==> src/rtl/ist_pkg.sv <==
// ----------------------------------------------------------------------------
// ist_pkg
// shared types, constants and the microcode rom of the integer set table
// ----------------------------------------------------------------------------
`default_nettype none

package ist_pkg;

   localparam int CAPACITY = 64;
   localparam int SLOT_AW  = (CAPACITY > 1) ? $clog2(CAPACITY) : 1;
   localparam int OCC_W    = $clog2(CAPACITY + 1);
   localparam int VALUE_W  = 32;
   localparam int COUNT_W  = 7;

   typedef enum logic [1:0] {
      OP_INSERT = 2'd0,
      OP_REMOVE = 2'd1,
      OP_QUERY  = 2'd2,
      OP_ALIAS  = 2'd3
   } op_type;

   typedef enum logic [1:0] {
      ST_DONE      = 2'd0,
      ST_PRESENT   = 2'd1,
      ST_NOT_FOUND = 2'd2,
      ST_FULL      = 2'd3
   } status_type;

   typedef enum logic [2:0] {
      S_IDLE    = 3'd0,
      S_SCAN    = 3'd1,
      S_DECIDE  = 3'd2,
      S_APPEND  = 3'd3,
      S_CHK_REM = 3'd4,
      S_RD_LAST = 3'd5,
      S_MOVE    = 3'd6,
      S_EMIT    = 3'd7
   } step_type;

   typedef enum logic [2:0] {
      C_ALWAYS    = 3'd0,
      C_REQ       = 3'd1,
      C_SCAN_DONE = 3'd2,
      C_INS_OK    = 3'd3,
      C_REM_OK    = 3'd4,
      C_OUT_FREE  = 3'd5
   } cond_type;

   typedef struct packed {
      cond_type cond;
      step_type go_t;
      step_type go_f;
      logic     req_ready;
      logic     load;
      logic     scan;
      logic     decide;
      logic     append;
      logic     rd_last;
      logic     move;
      logic     emit;
   } ctl_type;

   typedef struct packed {
      logic req_fire;
      logic scan_done;
      logic ins_ok;
      logic rem_ok;
      logic out_free;
   } flags_type;

   function automatic ctl_type ist_rom(input step_type s);
      ctl_type w;
      w = '0;
      unique case (s)
         S_IDLE: begin
            w.cond = C_REQ; w.go_t = S_SCAN; w.go_f = S_IDLE;
            w.req_ready = 1'b1; w.load = 1'b1;
         end
         S_SCAN: begin
            w.cond = C_SCAN_DONE; w.go_t = S_DECIDE; w.go_f = S_SCAN;
            w.scan = 1'b1;
         end
         S_DECIDE: begin
            w.cond = C_INS_OK; w.go_t = S_APPEND; w.go_f = S_CHK_REM;
            w.decide = 1'b1;
         end
         S_APPEND: begin
            w.cond = C_ALWAYS; w.go_t = S_EMIT; w.go_f = S_EMIT;
            w.append = 1'b1;
         end
         S_CHK_REM: begin
            w.cond = C_REM_OK; w.go_t = S_RD_LAST; w.go_f = S_EMIT;
         end
         S_RD_LAST: begin
            w.cond = C_ALWAYS; w.go_t = S_MOVE; w.go_f = S_MOVE;
            w.rd_last = 1'b1;
         end
         S_MOVE: begin
            w.cond = C_ALWAYS; w.go_t = S_EMIT; w.go_f = S_EMIT;
            w.move = 1'b1;
         end
         S_EMIT: begin
            w.cond = C_OUT_FREE; w.go_t = S_IDLE; w.go_f = S_EMIT;
            w.emit = 1'b1;
         end
         default: begin
            w.cond = C_ALWAYS; w.go_t = S_IDLE; w.go_f = S_IDLE;
         end
      endcase
      return w;
   endfunction

endpackage

`default_nettype wire

==> src/rtl/ist_store.sv <==
// ----------------------------------------------------------------------------
// ist_store
// slot memory, one write port and one registered read port
// ----------------------------------------------------------------------------
`default_nettype none

module ist_store
   import ist_pkg::*;
(
   input  wire logic               clock,
   input  wire logic               wr_en,
   input  wire logic [SLOT_AW-1:0] wr_addr,
   input  wire logic [VALUE_W-1:0] wr_data,
   input  wire logic               rd_en,
   input  wire logic [SLOT_AW-1:0] rd_addr,
   output logic      [VALUE_W-1:0] rd_data
);

   logic [VALUE_W-1:0] mem [CAPACITY];
   logic [VALUE_W-1:0] rd_data_ff;

   always_ff @(posedge clock) begin
      if (wr_en) begin
         mem[wr_addr] <= wr_data;
      end
   end

   always_ff @(posedge clock) begin
      if (rd_en) begin
         rd_data_ff <= mem[rd_addr];
      end
   end

   assign rd_data = rd_data_ff;

endmodule

`default_nettype wire

==> src/rtl/ist_seq.sv <==
// ----------------------------------------------------------------------------
// ist_seq
// microcode sequencer: step counter, control rom and jump condition select
// ----------------------------------------------------------------------------
`default_nettype none

module ist_seq
   import ist_pkg::*;
(
   input  wire logic      clock,
   input  wire logic      reset,
   input  wire flags_type flags,
   output ctl_type        ctl
);

   step_type upc_ff;
   step_type upc_in;
   logic     take;

   always_comb begin
      ctl = ist_rom(upc_ff);
   end

   always_comb begin
      unique case (ctl.cond)
         C_ALWAYS:    take = 1'b1;
         C_REQ:       take = flags.req_fire;
         C_SCAN_DONE: take = flags.scan_done;
         C_INS_OK:    take = flags.ins_ok;
         C_REM_OK:    take = flags.rem_ok;
         C_OUT_FREE:  take = flags.out_free;
         default:     take = 1'b1;
      endcase
      upc_in = take ? ctl.go_t : ctl.go_f;
   end

   always_ff @(posedge clock) begin
      if (reset) begin
         upc_ff <= S_IDLE;
      end else begin
         upc_ff <= upc_in;
      end
   end

endmodule

`default_nettype wire

==> src/rtl/integer_set_table_top.sv <==
// a miss scans every occupied slot, a hit stops at the matching slot, and a remove that hits
// then reads the last slot and moves it into the freed position before the result is raised
// one item at a time: the next request can transfer in the cycle in which the result is raised,
// and the result waits while an earlier one is held; the slot scan reads one slot per cycle
// reset: synchronous, clears the occupancy, the step counter and the result valid;
// slot contents are left as they are and are never read before being written
// ----------------------------------------------------------------------------
// integer_set_table_top
// set of distinct 32-bit integers in an unsorted slot array with linear scan
// ----------------------------------------------------------------------------
`default_nettype none

module integer_set_table_top
   import ist_pkg::*;
(
   input  wire logic        clock,
   input  wire logic        reset,
   input  wire logic        req_tvalid,
   output logic             req_tready,
   input  wire logic [31:0] req_tdata,   // value[31:0]
   input  wire logic [1:0]  req_tuser,   // opcode[1:0]
   output logic             rsp_tvalid,
   input  wire logic        rsp_tready,
   output logic      [15:0] rsp_tdata    // present[0], status[2:1], count[9:3], zero
);

   ctl_type            ctl;
   flags_type          flags;

   op_type             op_ff, op_in;
   logic [VALUE_W-1:0] key_ff, key_in;
   logic [OCC_W-1:0]   occ_ff, occ_in;
   logic [OCC_W-1:0]   rd_idx_ff, rd_idx_in;
   logic               cmp_vld_ff, cmp_vld_in;
   logic [SLOT_AW-1:0] cmp_idx_ff, cmp_idx_in;
   logic               hit_ff, hit_in;
   logic [SLOT_AW-1:0] pos_ff, pos_in;
   status_type         status_ff, status_in;
   logic               rsp_valid_ff, rsp_valid_in;
   logic [15:0]        rsp_data_ff, rsp_data_in;

   logic               wr_en, rd_en;
   logic [SLOT_AW-1:0] wr_addr, rd_addr;
   logic [VALUE_W-1:0] wr_data, rd_data;
   logic               scan_issue, match;
   logic [OCC_W-1:0]   occ_dec;

   ist_seq u_seq (
      .clock (clock),
      .reset (reset),
      .flags (flags),
      .ctl   (ctl)
   );

   ist_store u_store (
      .clock   (clock),
      .wr_en   (wr_en),
      .wr_addr (wr_addr),
      .wr_data (wr_data),
      .rd_en   (rd_en),
      .rd_addr (rd_addr),
      .rd_data (rd_data)
   );

   assign req_tready = ctl.req_ready;
   assign rsp_tvalid = rsp_valid_ff;
   assign rsp_tdata  = rsp_data_ff;

   assign occ_dec    = occ_ff - 1'b1;
   assign scan_issue = ctl.scan && (rd_idx_ff != occ_ff);
   assign match      = cmp_vld_ff && (rd_data == key_ff);

   always_comb begin
      flags.req_fire  = req_tvalid && ctl.req_ready;
      flags.scan_done = match || (!cmp_vld_ff && (rd_idx_ff == occ_ff));
      flags.ins_ok    = (op_ff == OP_INSERT) && !hit_ff && (occ_ff < OCC_W'(CAPACITY));
      flags.rem_ok    = (op_ff == OP_REMOVE) && hit_ff;
      flags.out_free  = !rsp_valid_ff || rsp_tready;
   end

   // slot memory port steering
   always_comb begin
      wr_en   = ctl.append || ctl.move;
      wr_addr = ctl.move ? pos_ff : occ_ff[SLOT_AW-1:0];
      wr_data = ctl.move ? rd_data : key_ff;
      rd_en   = scan_issue || ctl.rd_last;
      rd_addr = ctl.rd_last ? occ_dec[SLOT_AW-1:0] : rd_idx_ff[SLOT_AW-1:0];
   end

   always_comb begin
      op_in        = op_ff;
      key_in       = key_ff;
      occ_in       = occ_ff;
      rd_idx_in    = rd_idx_ff;
      cmp_vld_in   = 1'b0;
      cmp_idx_in   = cmp_idx_ff;
      hit_in       = hit_ff;
      pos_in       = pos_ff;
      status_in    = status_ff;
      rsp_valid_in = rsp_valid_ff && !rsp_tready;
      rsp_data_in  = rsp_data_ff;

      if (ctl.load) begin
         op_in     = op_type'(req_tuser);
         key_in    = req_tdata;
         rd_idx_in = '0;
         hit_in    = 1'b0;
      end
      if (scan_issue) begin
         rd_idx_in  = rd_idx_ff + 1'b1;
         cmp_vld_in = 1'b1;
         cmp_idx_in = rd_idx_ff[SLOT_AW-1:0];
      end
      if (ctl.scan && match) begin
         hit_in = 1'b1;
         pos_in = cmp_idx_ff;
      end
      if (ctl.decide) begin
         unique case (op_ff)
            OP_INSERT: begin
               priority if (hit_ff) begin
                  status_in = ST_PRESENT;
               end else if (occ_ff >= OCC_W'(CAPACITY)) begin
                  status_in = ST_FULL;
               end else begin
                  status_in = ST_DONE;
               end
            end
            default: status_in = hit_ff ? ST_DONE : ST_NOT_FOUND;
         endcase
      end
      if (ctl.append) begin
         occ_in = occ_ff + 1'b1;
      end
      if (ctl.rd_last) begin
         occ_in = occ_dec;
      end
      if (ctl.emit && flags.out_free) begin
         rsp_valid_in = 1'b1;
         rsp_data_in  = {6'd0, COUNT_W'(occ_ff), status_ff, hit_ff};
      end
   end

   always_ff @(posedge clock) begin
      if (reset) begin
         occ_ff       <= '0;
         rsp_valid_ff <= 1'b0;
         cmp_vld_ff   <= 1'b0;
      end else begin
         occ_ff       <= occ_in;
         rsp_valid_ff <= rsp_valid_in;
         cmp_vld_ff   <= cmp_vld_in;
      end
   end

   always_ff @(posedge clock) begin
      op_ff       <= op_in;
      key_ff      <= key_in;
      rd_idx_ff   <= rd_idx_in;
      cmp_idx_ff  <= cmp_idx_in;
      hit_ff      <= hit_in;
      pos_ff      <= pos_in;
      status_ff   <= status_in;
      rsp_data_ff <= rsp_data_in;
   end

endmodule

`default_nettype wire

==> config.mk <==
export PLATFORM = sky130hd
export DESIGN_NAME = integer_set_table_top
export DESIGN_NICKNAME = d
export VERILOG_FILES = /design/src/rtl/ist_pkg.sv /design/src/rtl/ist_store.sv /design/src/rtl/ist_seq.sv /design/src/rtl/integer_set_table_top.sv
export SDC_FILE = /design/constraint.sdc
export NUM_CORES = 2
export LEC_CHECK = 0
export BUFFER_PORTS_ARGS = -buffer_cell sky130_fd_sc_hd__buf_4
export CAP_MARGIN = 10
export CELL_PAD_IN_SITES_DETAIL_PLACEMENT = 0
export CELL_PAD_IN_SITES_GLOBAL_PLACEMENT = 1
export CORE_AREA = 2 2 305 458
export CTS_BUF_LIST = sky130_fd_sc_hd__clkbuf_4 sky130_fd_sc_hd__clkbuf_8 sky130_fd_sc_hd__clkbuf_16
export DETAILED_ROUTE_END_ITERATION = 8
export DIE_AREA = 0 0 307 460
export PLACE_DENSITY = 0.89
export SLEW_MARGIN = 5
export SYNTH_ARGS = -nofsm -noshare
export SYNTH_HDL_FRONTEND = slang
export SYNTH_SLANG_ARGS = --single-unit
export TNS_END_PERCENT = 100
==> constraint.sdc <==
create_clock -name clock -period 10.71 [get_ports clock]
set_input_delay 2.142 -clock clock [delete_from_list [all_inputs] [get_ports clock]]
set_output_delay 2.142 -clock clock [all_outputs]
set_load 0.05 [all_outputs]
==> impl_metrics.tcl <==
set metrics [dict create \
    core_area_mm2 0.1375 \
    slew_headroom 0.05268 \
    rows 167 \
    dpl_worst_slack_ns 5.851 \
    place_congestion 0.8807 \
    overflow 0 \
    synth-seq-area-share 0.7902 \
    ys.flop_type "edfxtp_1" \
    synthTopCellsByCount "edfxtp_1 (2145), mux4_2 (512), o22ai_1 (256)" \
    viasPerCell 7.293 \
    outcome "finished clean" \
    htreeDepth 4 \
    firstDrtPassIters 6 \
    fmax_mhz 193.2 \
    final_area_mm2 0.09122 \
    post_cts_buffers 0 \
    synthCells 3638 \
    synthSimpleGateAreaFrac 0.02376 \
    r2r_cells 8 \
    comb_power_share 0.264 \
    io_pins 56 \
    crit_arrival_ns 3.03 \
    grt_setup_unrepaired "false" \
    die_h_um 460 \
    synth.cell_area_mm2 0.08185 \
    routedWlPerCell_um 39.54 \
    synth_adder_area_share 0.0004586 \
    nets 3835 \
    synth-compound-area-share 0.02425 \
    cts_hold_buf 0 \
    dpl.hpwl_mm 112.6 \
    io_buffers 49 \
    root_buffer "clkbuf_16" \
    clock-skew-final_ns 0.03228 \
    avgSynthCellArea_um2 22.50 \
    start_util 0.5953 \
    ys_types 57 \
    die_area_mm2 0.1412 \
    synthArstFlopShare 0 \
    reg2reg_from "u_seq.upc_ff[0]" \
    drive_gt1_frac 0.2763 \
    max_slew.worst_pin.slew_ns 1.408 \
    synth_top_family_by_area "multiplexers" \
    insertion_delay_ns 0.84 \
    slew_viol_final 0 \
    rr_endpoint "u_store.rd_data[0]" \
    power_frac_seq 0.458 \
    ys_ff_latch 2158 \
    wl_mm 226.4 \
    start_kind "flop" \
    holdWs_ns 0.4208 \
    clk_path_buf_depth 3 \
    internal_power_mw 16.92 \
    p_clk_frac 0.278 \
    regArea_mm2 0.06467 \
    syn_to_final_growth_pct 11.45 \
    cts_resized 0 \
    drv_cap 0 \
    track_usage 0.3250 \
    synth_edf_count 2145 \
    switchingPower_mw 7.444 \
    fill_cells 8041 \
    synth-xor-area-share 0.005886 \
    path_class "reg -> out" \
    setup_tns_ns 0 \
    period_minus_slack_ns 5.177 \
    final.period_utilization 0.4834 \
    initialDrtViolationCount 6934 \
    r2r_slack_ns 5.70 \
    fin_ws_ns 5.533 \
    synth_area_leaders "edfxtp_1 (79%), mux4_2 (14%), o22ai_1 (2.0%)" \
    yosysMostFrequentCell "edfxtp_1" \
    muxShareOfSynthArea 0.1414 \
    multi_input_area_mm2 0.01674 \
    tritoncts "yes" \
    synth_top_area_cell "edfxtp_1" \
    die_x_um 307 \
    grt_max_degree 150 \
    hp-class "reg -> reg" \
    crit_path_end "req_tready" \
    hold_violations 0 \
    setup_viol 0 \
    path_clk_slew_ns 0.07 \
    swShare 0.3056 \
    yosys.area.top_type_share 0.7870 \
    leakagePower_nw 28.39 \
    grt_pass1_wl_mm 315.7 \
    ant_nets 0 \
    yosys_warnings 0 \
    cp_max_fo 35 \
    power_per_cell_area_mw_per_mm2 267.1 \
    cts_sinks 2158 \
    num_vias 41750 \
    grt_pass1_vias 42360 \
    ir_worst_vdd_v 0.0001984 \
    end_kind "primary output" \
    numCtsBuffers 182 \
    postPlaceCellArea_mm2 0.08482 \
    crit_required_ns 8.57 \
    drt_drc_violations_left 0 \
    antenna_found_initial 10 \
    crit_start "u_seq.upc_ff[0]" \
]
## final cells by class
| class | count | share of cell area |
|---|---|---|
| Sequential cell | 2158 | 0.7090 |
| Multi-Input combinational cell | 1284 | 0.1835 |
| Clock buffer | 216 | 0.05292 |
| Tap cell | 1774 | 0.02433 |
| Timing Repair Buffer | 161 | 0.01627 |
| Clock inverter | 122 | 0.01359 |
| Inverter | 7 | 0.0002880 |
| Antenna cell | 3 | 0.00008230 |
## power groups by stage
stage | clock [mW] | combinational (mW) | sequential (mW)
floorplan | 0 | 4.27 | 11.1
global route | 7.08 | 6.70 | 11.2
detailed placement | 0 | 6.08 | 11.3
finish | 6.78 | 6.43 | 11.2
global placement | 0 | 5.90 | 11.3
CTS | 6.81 | 6.17 | 11.2
## stage by stage
| stage | instances | total power, mW | utilization |
|---|---|---|---|
| 3_5_place_dp | 5370 | 17.43 | 0.6169 |
| 2_1_floorplan | 3643 | 15.41 | - |
| 6_report | 5725 | 24.36 | 0.6635 |
| 3_3_place_gp | 5370 | 17.23 | 0.6169 |
| 4_1_cts | 5708 | 24.15 | 0.6610 |
| 5_1_grt | 5723 | 24.93 | 0.6634 |
## cell usage in the layout (no fill, tap or decap), drive strengths merged, types with 4 or more instances in the layout
master,instances
nand2,142
o21ai,23
dfxtp,13
o31ai,5
nor3,5
nor2,128
clkinvlp,7
conb,6
nor3b,6
nand3b,4
nand3,14
mux4,512
clkinv,83
xnor2,16
edfxtp,2145
or4,66
inv,19
o22ai,256
nand2b,5
mux2i,4
buf,161
nor4,12
clkbuf,216
a21oi,7
bufinv,20
xor2,39
## per-layer routing
| metal | part of all wire | GRT usage |
|---|---|---|
| met3 | 0.12 | 0.08324 |
| met2 | 0.50 | 0.5295 |
| met4 | 0.074 | 0.1984 |
| met1 | 0.31 | 0.3936 |
| met5 | 0.00029 | 0 |
## registers in the layout, indices dropped and copies added, names as in the netlist
signal and flops:
occ_ff 7, op_ff 2, u_store.mem 2048, u_store.rd_data 32, hit_ff 1, rd_idx_ff 7, status_ff 2, cmp_vld_ff 1
rsp_tvalid 1, u_seq.upc_ff 3, pos_ff 6, cmp_idx_ff 6, rsp_tdata 10, key_ff 32
## critical path: stages (launching register included)
cell and delay [ns]:
dfxtp_1 0.55, or3_1 0.51, inv_2 0.78, buf_4 0.35
## how the worst min path moves through the flow
stage	startpoint	to	slack [ns]	cells after the start
global route	status_ff[1]	rsp_tdata[2]	0.42	0
CTS	status_ff[1]	rsp_tdata[2]	0.42	0
floorplan	cmp_idx_ff[0]	pos_ff[0]	0.40	0
finish	status_ff[1]	rsp_tdata[2]	0.42	0
global placement	cmp_idx_ff[1]	pos_ff[1]	0.40	0
detailed placement	status_ff[1]	rsp_tdata[2]	0.41	0
## kinds of logic (layout without fill, tap and decap cells)
group,after synthesis,after routing
flops,2158,2158
mux,516,516
simple gates,399,399
compound gates,305,305
buf+inv,201,506
xor+xnor,55,55
fa+ha+maj,3,3
other cells,1,9
Note: power is estimated with default switching activity, not from simulation.
